<file path="src/rtl/tclc_pkg.sv">
// tclc_pkg: shared constants and types for the two-color Life column stepper.
// Used by tclc_lane, tclc_column and two_color_life_column_step.
package tclc_pkg;

    // Board geometry and field widths
    localparam int ROWS        = 16;
    localparam int COL_W       = 16;
    localparam int ROUND_W     = 10;
    localparam int NROUND_W    = 11;
    localparam int IN_W        = 48;
    localparam int OUT_W       = 48;

    // Result queue: one item yields at most two results
    localparam int MAX_RES     = 2;
    localparam int FIFO_DEPTH  = 4;
    localparam int FIFO_AW     = 2;
    localparam int FIFO_CW     = 3;

    localparam logic [ROUND_W-1:0] MAX_ROUNDS_RST = 10'd100;

    typedef enum logic [1:0] {
        WIN_NONE = 2'd0,
        WIN_GOOD = 2'd1,
        WIN_BAD  = 2'd2,
        WIN_DRAW = 2'd3
    } t_winner;

    // Neighbourhood of one cell: three columns, rows r-1..r+1 (bit 0 is r-1)
    typedef struct packed {
        logic [2:0] left_all;
        logic [2:0] left_good;
        logic [1:0] mid_all;
        logic [1:0] mid_good;
        logic [2:0] right_all;
        logic [2:0] right_good;
        logic       self_good;
        logic       self_bad;
    } t_nbhd;

    // One result item
    typedef struct packed {
        logic [COL_W-1:0]    good;
        logic [COL_W-1:0]    bad;
        logic                last;
        t_winner             winner;
        logic [NROUND_W-1:0] next_round;
        logic                next_player;
    } t_result;

endpackage

</file>
<file path="src/rtl/tclc_lane.sv">
// tclc_lane: next state of one cell from its 3x3 neighbourhood.
// Depends on tclc_pkg (t_nbhd).
module tclc_lane (
    input  tclc_pkg::t_nbhd i_nbhd,
    output logic            o_good,
    output logic            o_bad
);

    logic [7:0] all_bits;
    logic [7:0] good_bits;
    logic [3:0] live;
    logic [3:0] good;

    // Count live and good neighbours
    assign all_bits  = {i_nbhd.left_all, i_nbhd.mid_all, i_nbhd.right_all};
    assign good_bits = {i_nbhd.left_good, i_nbhd.mid_good, i_nbhd.right_good};
    assign live      = 4'($countones(all_bits));
    assign good      = 4'($countones(good_bits));

    // Apply survive and birth rules; a cell both good and bad dies
    always_comb begin
        o_good = 1'b0;
        o_bad  = 1'b0;
        if (i_nbhd.self_good || i_nbhd.self_bad) begin
            if ((live == 4'd2 || live == 4'd3) && !(i_nbhd.self_good && i_nbhd.self_bad)) begin
                o_good = i_nbhd.self_good;
                o_bad  = !i_nbhd.self_good;
            end
        end else if (live == 4'd3) begin
            if (good >= 4'd2) begin
                o_good = 1'b1;
            end else begin
                o_bad = 1'b1;
            end
        end
    end

endmodule

</file>
<file path="src/rtl/tclc_column.sv">
// tclc_column: one lane per row computing the next generation of a column.
// Depends on tclc_pkg and tclc_lane.
module tclc_column (
    input  logic [tclc_pkg::ROWS-1:0] i_left_good,
    input  logic [tclc_pkg::ROWS-1:0] i_left_bad,
    input  logic [tclc_pkg::ROWS-1:0] i_mid_good,
    input  logic [tclc_pkg::ROWS-1:0] i_mid_bad,
    input  logic [tclc_pkg::ROWS-1:0] i_right_good,
    input  logic [tclc_pkg::ROWS-1:0] i_right_bad,
    output logic [tclc_pkg::ROWS-1:0] o_good,
    output logic [tclc_pkg::ROWS-1:0] o_bad
);

    // Pad each column with a dead row above and below the board
    logic [tclc_pkg::ROWS+1:0] la_x, lg_x, ma_x, mg_x, ra_x, rg_x;

    assign la_x = {1'b0, i_left_good | i_left_bad, 1'b0};
    assign lg_x = {1'b0, i_left_good, 1'b0};
    assign ma_x = {1'b0, i_mid_good | i_mid_bad, 1'b0};
    assign mg_x = {1'b0, i_mid_good, 1'b0};
    assign ra_x = {1'b0, i_right_good | i_right_bad, 1'b0};
    assign rg_x = {1'b0, i_right_good, 1'b0};

    // One lane per row
    for (genvar r = 0; r < tclc_pkg::ROWS; r++) begin : g_lane
        tclc_pkg::t_nbhd nb;

        assign nb.left_all   = la_x[r+2:r];
        assign nb.left_good  = lg_x[r+2:r];
        assign nb.mid_all    = {ma_x[r+2], ma_x[r]};
        assign nb.mid_good   = {mg_x[r+2], mg_x[r]};
        assign nb.right_all  = ra_x[r+2:r];
        assign nb.right_good = rg_x[r+2:r];
        assign nb.self_good  = i_mid_good[r];
        assign nb.self_bad   = i_mid_bad[r];

        tclc_lane u_lane (
            .i_nbhd (nb),
            .o_good (o_good[r]),
            .o_bad  (o_bad[r])
        );
    end

endmodule

</file>
<file path="src/rtl/two_color_life_column_step.sv">
// two_color_life_column_step: streams a board column by column and emits
// the next generation. Depends on tclc_pkg and tclc_column.
//
// Channel  | Dir | Handshake                     | Payload (low bit first)
// ---------+-----+-------------------------------+--------------------------------
// s_axis   | in  | tvalid/tready                 | tdata: good, bad, round, player
//          |     |                               | tlast: last column
// m_axis   | out | tvalid/tready                 | tdata: next good, next bad,
//          |     |                               | winner, next round, next player
//          |     |                               | tlast: final column
// cfg      | in  | i_cfg_we                      | i_cfg_wdata: max rounds
//
// An input column is evaluated in the cycle of its transfer; its zero, one or
// two results are registered in a four-entry result queue and shown from its head.
// One column per cycle is sustained while the consumer takes one result per
// cycle; a last column adds a second result.
// s_axis_tready is high while the queue holds two results or fewer.
// Reset (synchronous, active low) empties the window, the seen flags and the
// queue and sets max rounds to 100.
module two_color_life_column_step (
    input  logic                          i_clk,
    input  logic                          i_rst_n,
    input  logic                          i_cfg_we,
    input  logic [tclc_pkg::ROUND_W-1:0]  i_cfg_wdata,
    input  logic                          s_axis_tvalid,
    output logic                          s_axis_tready,
    // [15:0] good_column, [31:16] bad_column, [41:32] round_number,
    // [42] side_to_move, [47:43] zero
    input  logic [tclc_pkg::IN_W-1:0]     s_axis_tdata,
    input  logic                          s_axis_tlast,
    output logic                          m_axis_tvalid,
    input  logic                          m_axis_tready,
    // [15:0] next_good_column, [31:16] next_bad_column, [33:32] winner,
    // [44:34] next_round, [45] next_player, [47:46] zero
    output logic [tclc_pkg::OUT_W-1:0]    m_axis_tdata,
    output logic                          m_axis_tlast
);

    localparam int R = tclc_pkg::ROWS;

    // Window and game state
    logic [tclc_pkg::ROUND_W-1:0] r_max_rounds;
    logic [R-1:0]                 r_prior_good, r_prior_bad;
    logic [R-1:0]                 r_mid_good, r_mid_bad;
    logic                         r_have_mid;
    logic                         r_seen_good, r_seen_bad;

    // Result queue
    tclc_pkg::t_result            r_fifo [tclc_pkg::FIFO_DEPTH];
    logic [tclc_pkg::FIFO_AW-1:0] r_rd_ptr, r_wr_ptr;
    logic [tclc_pkg::FIFO_CW-1:0] r_count;

    logic [tclc_pkg::FIFO_AW-1:0] n_rd_ptr, n_wr_ptr;
    logic [tclc_pkg::FIFO_CW-1:0] n_count;

    logic                          in_xfer, out_xfer;
    logic [R-1:0]                  new_good, new_bad;
    logic [tclc_pkg::ROUND_W-1:0]  round_in;
    logic                          player_in;
    logic [R-1:0]                  end_left_good, end_left_bad;
    logic [R-1:0]                  mid_res_good, mid_res_bad;
    logic [R-1:0]                  end_res_good, end_res_bad;
    logic [tclc_pkg::NROUND_W-1:0] next_round;
    logic                          seen_good, seen_bad;
    tclc_pkg::t_winner             winner;
    tclc_pkg::t_result             res_mid, res_end, res_first;
    logic [1:0]                    n_wr;
    tclc_pkg::t_result             head;

    // Unpack the input transfer
    assign in_xfer   = s_axis_tvalid && s_axis_tready;
    assign out_xfer  = m_axis_tvalid && m_axis_tready;
    assign new_good  = s_axis_tdata[R-1:0];
    assign new_bad   = s_axis_tdata[tclc_pkg::COL_W +: R];
    assign round_in  = s_axis_tdata[2*tclc_pkg::COL_W +: tclc_pkg::ROUND_W];
    assign player_in = s_axis_tdata[2*tclc_pkg::COL_W + tclc_pkg::ROUND_W];

    // Column before the new one, with the new one on its right
    tclc_column u_col_mid (
        .i_left_good  (r_prior_good),
        .i_left_bad   (r_prior_bad),
        .i_mid_good   (r_mid_good),
        .i_mid_bad    (r_mid_bad),
        .i_right_good (new_good),
        .i_right_bad  (new_bad),
        .o_good       (mid_res_good),
        .o_bad        (mid_res_bad)
    );

    // New column as the last one, dead space on its right
    assign end_left_good = r_have_mid ? r_mid_good : '0;
    assign end_left_bad  = r_have_mid ? r_mid_bad  : '0;

    tclc_column u_col_end (
        .i_left_good  (end_left_good),
        .i_left_bad   (end_left_bad),
        .i_mid_good   (new_good),
        .i_mid_bad    (new_bad),
        .i_right_good ('0),
        .i_right_bad  ('0),
        .o_good       (end_res_good),
        .o_bad        (end_res_bad)
    );

    // Merge: fold both columns into the seen flags and decide the winner
    assign next_round = tclc_pkg::NROUND_W'(round_in) + 1'b1;
    assign seen_good  = r_seen_good || (r_have_mid && (|mid_res_good)) || (|end_res_good);
    assign seen_bad   = r_seen_bad  || (r_have_mid && (|mid_res_bad))  || (|end_res_bad);

    always_comb begin
        if (!seen_bad && seen_good) begin
            winner = tclc_pkg::WIN_GOOD;
        end else if (!seen_good && seen_bad) begin
            winner = tclc_pkg::WIN_BAD;
        end else if (!seen_bad || next_round >= tclc_pkg::NROUND_W'(r_max_rounds)) begin
            winner = tclc_pkg::WIN_DRAW;
        end else begin
            winner = tclc_pkg::WIN_NONE;
        end
    end

    // Build the result items
    always_comb begin
        res_mid             = '0;
        res_mid.good        = tclc_pkg::COL_W'(mid_res_good);
        res_mid.bad         = tclc_pkg::COL_W'(mid_res_bad);
        res_mid.winner      = tclc_pkg::WIN_NONE;

        res_end             = '0;
        res_end.good        = tclc_pkg::COL_W'(end_res_good);
        res_end.bad         = tclc_pkg::COL_W'(end_res_bad);
        res_end.last        = 1'b1;
        res_end.winner      = winner;
        res_end.next_round  = next_round;
        res_end.next_player = !player_in;

        res_first = r_have_mid ? res_mid : res_end;
        n_wr      = {1'b0, in_xfer && r_have_mid} + {1'b0, in_xfer && s_axis_tlast};
    end

    // Advance queue pointers and count
    always_comb begin
        n_wr_ptr = r_wr_ptr + tclc_pkg::FIFO_AW'(n_wr);
        n_rd_ptr = r_rd_ptr + tclc_pkg::FIFO_AW'(out_xfer);
        n_count  = r_count + tclc_pkg::FIFO_CW'(n_wr) - tclc_pkg::FIFO_CW'(out_xfer);
    end

    // Hold window, flags, config and queue control
    always_ff @(posedge i_clk) begin
        if (!i_rst_n) begin
            r_max_rounds <= tclc_pkg::MAX_ROUNDS_RST;
            r_prior_good <= '0;
            r_prior_bad  <= '0;
            r_mid_good   <= '0;
            r_mid_bad    <= '0;
            r_have_mid   <= 1'b0;
            r_seen_good  <= 1'b0;
            r_seen_bad   <= 1'b0;
            r_rd_ptr     <= '0;
            r_wr_ptr     <= '0;
            r_count      <= '0;
        end else begin
            if (i_cfg_we) begin
                r_max_rounds <= i_cfg_wdata;
            end
            if (in_xfer) begin
                if (s_axis_tlast) begin
                    r_prior_good <= '0;
                    r_prior_bad  <= '0;
                    r_mid_good   <= '0;
                    r_mid_bad    <= '0;
                    r_have_mid   <= 1'b0;
                    r_seen_good  <= 1'b0;
                    r_seen_bad   <= 1'b0;
                end else begin
                    r_prior_good <= end_left_good;
                    r_prior_bad  <= end_left_bad;
                    r_mid_good   <= new_good;
                    r_mid_bad    <= new_bad;
                    r_have_mid   <= 1'b1;
                    r_seen_good  <= r_seen_good || (r_have_mid && (|mid_res_good));
                    r_seen_bad   <= r_seen_bad  || (r_have_mid && (|mid_res_bad));
                end
            end
            r_rd_ptr <= n_rd_ptr;
            r_wr_ptr <= n_wr_ptr;
            r_count  <= n_count;
        end
    end

    // Write results into the queue
    always_ff @(posedge i_clk) begin
        if (n_wr != 2'd0) begin
            r_fifo[r_wr_ptr] <= res_first;
        end
        if (n_wr == 2'd2) begin
            r_fifo[r_wr_ptr + 1'b1] <= res_end;
        end
    end

    // Drive the output channel from the queue head
    assign head          = r_fifo[r_rd_ptr];
    assign m_axis_tvalid = (r_count != '0);
    assign m_axis_tlast  = head.last;
    assign m_axis_tdata  = tclc_pkg::OUT_W'({head.next_player, head.next_round,
                                             head.winner, head.bad, head.good});
    assign s_axis_tready = (r_count <= tclc_pkg::FIFO_CW'(tclc_pkg::FIFO_DEPTH - tclc_pkg::MAX_RES));

endmodule

</file>
<file path="config.mk">
export PLATFORM = sky130hd
export DESIGN_NAME = two_color_life_column_step
export DESIGN_NICKNAME = d
export VERILOG_FILES = /design/src/rtl/tclc_pkg.sv /design/src/rtl/tclc_lane.sv /design/src/rtl/tclc_column.sv /design/src/rtl/two_color_life_column_step.sv
export SDC_FILE = /design/constraint.sdc
export NUM_CORES = 1
export LEC_CHECK = 0
export BUFFER_PORTS_ARGS = -buffer_cell sky130_fd_sc_hd__buf_2
export CORE_MARGIN = 2
export CORE_UTILIZATION = 35
export DETAILED_ROUTE_END_ITERATION = 8
export GPL_ROUTABILITY_DRIVEN = 0
export PLACE_DENSITY_LB_ADDON = 0.05
export REMOVE_ABC_BUFFERS = 1
export SYNTH_ARGS = -nofsm -noshare
export SYNTH_HDL_FRONTEND = slang
export SYNTH_HIERARCHICAL = 1
export SYNTH_SLANG_ARGS = --single-unit
</file>
<file path="constraint.sdc">
create_clock -name i_clk -period 10.5 [get_ports i_clk]
set_input_delay 0.525 -clock i_clk [delete_from_list [all_inputs] [get_ports i_clk]]
set_output_delay 0.525 -clock i_clk [all_outputs]
set_load 0.01 [all_outputs]
</file>
## Word level (Yosys, flattened, before mapping)

Memories as Yosys holds them, arrays and structs flattened. A register that Yosys moved wholly into a read port is not among the register bits.
Index checks and enable logic that the tools add are counted.

- Memory bits (writable): 188
- Word-level logic and storage cells: 936
- Memories kept: 1
- Register bits: 84
- Bits of input ports: 64

- Eq/ne operators: 65
- Mux-type cells: 274
- $add $sub $neg: 333
- Bitwise operators: 4
- Reductions and logical operators: 214
- Magnitude comparators: 34

Memories:

| name | depth | bits a word | rd ports | clocked after memory_dff | wr ports | line | text |
|---|---|---|---|---|---|---|---|
| r_fifo | 4 | 47 | 1 | 1 | 2 | two_color_life_column_step.sv:49 | `tclc_pkg::t_result r_fifo [tclc_pkg::FIFO_DEPTH];` |

Operators with widths:

| cell | number |
|---|---|
| $add 1x1->2 | 175 |
| $mux 1 | 263 |
| $add 2x2->3 | 84 |
| $eq 4x2->1 const B | 62 |
| $ge 4x2->1 const B | 31 |
| $add 1x3->4 | 28 |
| $mux 16 | 6 |
| $logic_and 1x1->1 | 72 |
| $logic_or 1x1->1 | 69 |
| $logic_not 1->1 | 67 |
| $add 4x3->4 | 16 |
| $or 16x16->16 | 4 |
| $reduce_or 16->1 | 4 |
| $add 3x3->4 | 13 |
| $mux 47 | 1 |
| $add 1x2->3 | 4 |
| $add 10x1->11 const B | 1 |
| $ge 11x10->1 | 1 |
| $add 1x4->4 | 2 |
| $mux 2 | 4 |
| $add 2x1->3 | 2 |
| $eq 3x2->1 const B | 2 |
| $add 2x3->4 | 1 |
| $add 3x4->4 | 1 |
| 11 further kinds | 11 |

## Longest topological paths before layout

- Word-level depth: 19
- Mapped depth: 19

## Hierarchy

The synthesis kept the hierarchy.

Modules (own cells, without submodules):

| module | cells each | area each (µm²) | sequential area each (µm²) | instances |
|---|---|---|---|---|
| two_color_life_column_step | 967 | 12,600.8 | 7,287.0 | 1 |
| tclc_lane at u_col_end.g_lane[12].u_lane ... | 52 | 421.7 | 0.0 | 26 |
| tclc_lane at u_col_end.g_lane[0].u_lane ... | 52 | 422.9 | 0.0 | 4 |
| tclc_column | 49 | 304.0 | 0.0 | 2 |
| tclc_lane at u_col_end.g_lane[11].u_lane | 52 | 434.2 | 0.0 | 1 |
| tclc_lane at u_col_mid.g_lane[7].u_lane | 52 | 420.4 | 0.0 | 1 |

## Least setup slack after synthesis

Ideal clock, no wire load.

- Path kind: flip-flop to flip-flop
- Start point: register r_count[0] in the netlist's numbering
- End point: memory r_fifo[0][0] in the netlist's numbering, enable pin
- Cell stages (with the launch flop): 8
- Data arrival time: 4,815 ps
- Slack: 5,167 ps
- Library setup time: 518 ps
- Required time: 9,982 ps
- Path through: dfxtp_1 > a21oi_1 > and2_1 > buf_2 > nand2_1 > ha_1 > buf_2 > o31ai_1

RTL lines:

| what | line | text |
|---|---|---|
| from (decl) | two_color_life_column_step.sv:51 | `logic [tclc_pkg::FIFO_CW-1:0] r_count;` |
| from (signal assigned) | two_color_life_column_step.sv:187 | `r_count <= n_count;` |
| to (decl) | two_color_life_column_step.sv:49 |  |

==> impl_metrics.toml <==
[run_status]
outcome = "completed"

[final_layout]
layout-drive-gt1-share_pct = 10.24
fillCellCount = 7556
final_util_pct = 39.56
final_nets = 3454
final_common_cell = "inv_1"
layout_common_cells = "794 x inv_1, 257 x fa_1, 210 x ha_1, 184 x edfxtp_1, 122 x nand2_1"
areaGrowthSynthToFinish_pct = 12.09

[clock_network]
clock_path_buffers = 3
cts_resized = 0
cts_buffers = 37
clk_latency_ps = 570
postCtsSetupBuffers = 0
ctsHoldBuffers = 0
cts-root-buf = "clkbuf_16"
clk_pin_slew_ps = 60
htree_num_levels = 2
cts.sink_count = 272
cts_tree = "done"

[worst_setup_path]
r2r-start = "r_have_mid"
crit_slowest_cell = "dfxtp_1"
cp-startpoint = "r_have_mid"
rr_worst_depth = 16
rrSetupSlack_ps = 4880
arrival_ps = 5900
cp_num_cells = 16
start_kind = "flop"
criticalPathCategory = "flop to flop"
max_stage_delay_ps = 920
endpoint = "r_fifo[0][13]"
worstPathRequired_ps = 10780
crit_family = "simple AND/OR/NAND/NOR gates"
worstPathCellList = "buf_4, and2_1, or2_1, inv_1, fa_1, fa_1, inv_1, ha_1, and4b_2, a311oi_1, nor3_1, nor4_1, nand4_1, or3_1, nand2_1, o22ai_1"
cp_max_fo = 20
path_buf_inv = 3
cp-end-kind = "flop"
reg2reg_to = "r_fifo[0][13]"

[synthesis]
synth_xor_xnor_area_share_pct = 0.4261
synthSimpleGateAreaFrac_pct = 15.66
netlist_instances = 2729
ys_ff_latch = 272
synth_area_per_cell_um2 = 9.790
synth_compound_area_share_pct = 10.71
synth_area_um2 = 26720
ys_types = 54
synth_mux_area_share_pct = 4.261
synth_ff_type = "edfxtp_1"
synth_seq_area_share_pct = 27.27
ys_warn_count = 6
synth_edf_count = 184
synth_adder_area_share_pct = 29.09
ys_async_sr_fraction_pct = 0
synth_top_family_by_area = "adder cells"

[timing]
finClkSkew_ps = 24.23
period_share_pct = 53.48
clock.fmax_mhz = 178.1
worstMarginPinSlew_ps = 1166
grt_setup_unrepaired = "false"
min_period_ps = 5615
max_slew_margin_pct = 22.11
fin_tns_setup_ps = 0
finalSetupViolCount = 0
drv_slew = 0
final-hold-violation-count = 0

[global_routing]
antenna_found_initial = 3
track_usage_pct = 18.96
grt_max_degree = 83
grt_overflow_total = 0
grt_pass1_vias = 20550
grt_pass1_wl_mm = 115.4

[drt]
drt_pass1_iterations = 5
wl_per_cell_um = 18.60
via_per_inst = 4.922
vias = 19340
final_antenna_net_count = 0
drc = 0
drt_iter0_markers = 888
routed_wl_mm = 73.09

[floorplan]
dieWidth_um = 280.3
rows = 101
coreArea_um2 = 75700
die_area_um2 = 78560
die_h_um = 280.3
initial_core_util_pct = 35.30
num_io_pins = 115

[pwr]
p_leak_nw = 13.44
ir_drop_mv = 0.07055
power_density_nw_per_um2 = 160.3

[flow_run]
max-cap-violations = 0

[placed_design]
io_buffers = 107
hpwl_mm = 52.98

[hold_path]
min_path_type = "input pin to flop"
==> routing by layer <==
| metal | wire [um] | up-vias | global-route usage (%) |
|---|---|---|---|
| li1 | - | 9233 | - |
| met1 | 33120 | 9689 | 25.24 |
| met2 | 35510 | 334 | 32.74 |
| met3 | 2441 | 88 | 1.615 |
| met4 | 2025 | 0 | 5.704 |
| met5 | 0 | - | 0 |
==> cell type report <==
class	instances	area, um^2	share of cell area, %
Timing Repair Buffer	133	730.7	2.440
Clock inverter	22	215.2	0.7186
Inverter	794	2980	9.952
Tap cell	978	1224	4.086
Antenna cell	2	5.005	0.01671
Multi-Input combinational cell	1685	16550	55.26
Sequential cell	272	7292	24.35
Clock buffer	44	952.2	3.179
==> cell usage after synthesis (3+ instances only) <==
master	n	area, um^2
inv_1	794	2980
a311oi_1	31	271.5
nand2_1	123	461.7
and4b_2	31	349.1
o211ai_1	3	22.52
xor2_1	6	52.55
nor4_2	4	50.05
nor2b_1	40	250.2
o22ai_1	8	50.05
nand2b_1	4	25.02
and4b_1	33	330.3
buf_2	38	190.2
or2_1	96	600.6
edfxtp_1	184	5525
ha_1	210	2628
mux4_2	47	1059
nor3b_1	34	255.2
dfxtp_1	88	1762
and2_1	45	281.5
or3_1	5	31.28
xnor2_1	7	61.31
a22oi_1	60	450.4
nor2_1	87	326.6
fa_1	257	5145
a21boi_0	33	247.7
o21ai_0	4	20.02
clkbuf_1	33	123.9
nand3_1	6	30.03
buf_4	3	22.52
conb_1	3	11.26
buf_1	3	11.26
nor4_1	10	62.56
nand3b_1	64	480.5
mux2i_1	8	80.08
and4bb_1	31	387.9
a21o_1	4	30.03
a22o_2	8	80.08
a22o_1	120	1051
nor3_1	35	175.2
a21oi_1	107	535.5
nand4_1	3	18.77
==> registers in the layout (all words and copies together), names as in the netlist <==
register / count
r_max_rounds: 10
r_prior_good: 16
r_count: 3
r_rd_ptr: 2
r_mid_good: 16
r_mid_bad: 16
r_seen_good: 1
r_seen_bad: 1
r_prior_bad: 16
r_wr_ptr: 2
r_fifo: 188
r_have_mid: 1
==> cell families (layout without fill, tap and decap cells) <==
family	after synthesis	count (layout)
buffers and inverters	873	993
xor gates and xnor gates	13	13
and+or+nand+nor	659	659
muxes	55	55
adders and majority gates	467	467
AOI/OAI and AO/OA	387	387
other	3	106
DFF	272	272
==> tightest hold or removal path: stages <==
cell	delay [ps]
buf_2	80
nand2_1	40
o211ai_1	60
==> worst min path at each step <==
stage                               from         endpoint  slack, ps  cells after the start
after CTS                 i_cfg_wdata[6]  r_max_rounds[6]        160                      3
after global routing      i_cfg_wdata[6]  r_max_rounds[6]        190                      3
after floorplan            r_fifo[2][14]    r_fifo[2][14]        420                      2
final                     i_cfg_wdata[6]  r_max_rounds[6]        190                      3
after detailed placement   r_fifo[2][14]    r_fifo[2][14]        450                      2
after global placement     r_fifo[2][14]    r_fifo[2][14]        440                      2
==> power breakdown <==
group	internal, mW	leakage (nW)	total, mW	switching [mW]
clock network	0.728	0.564	1.25	0.519
logic	0.883	10.4	2.20	1.32
registers	1.26	2.44	1.35	0.0923
total	2.87	13.4	4.80	1.93
==> stage by stage <==
| step | std cells | setup WS [ps] | hold WS, ps | power (mW) | cell area, um^2 |
|---|---|---|---|---|---|
| 2_1_floorplan | 2751 | 4640 | 417.6 | 2.813 | 26730 |
| 3_3_place_gp | 3862 | 4706 | 441.9 | 3.503 | 28780 |
| 3_5_place_dp | 3862 | 4618 | 445.8 | 3.576 | 28780 |
| 4_1_cts | 3928 | 4740 | 158.1 | 4.852 | 29940 |
| 5_1_grt | 3928 | 4480 | 187.7 | 5.165 | 29940 |
| 6_report | 3930 | 4885 | 185.6 | 4.802 | 29950 |
Power figures use the tool's default switching activity.
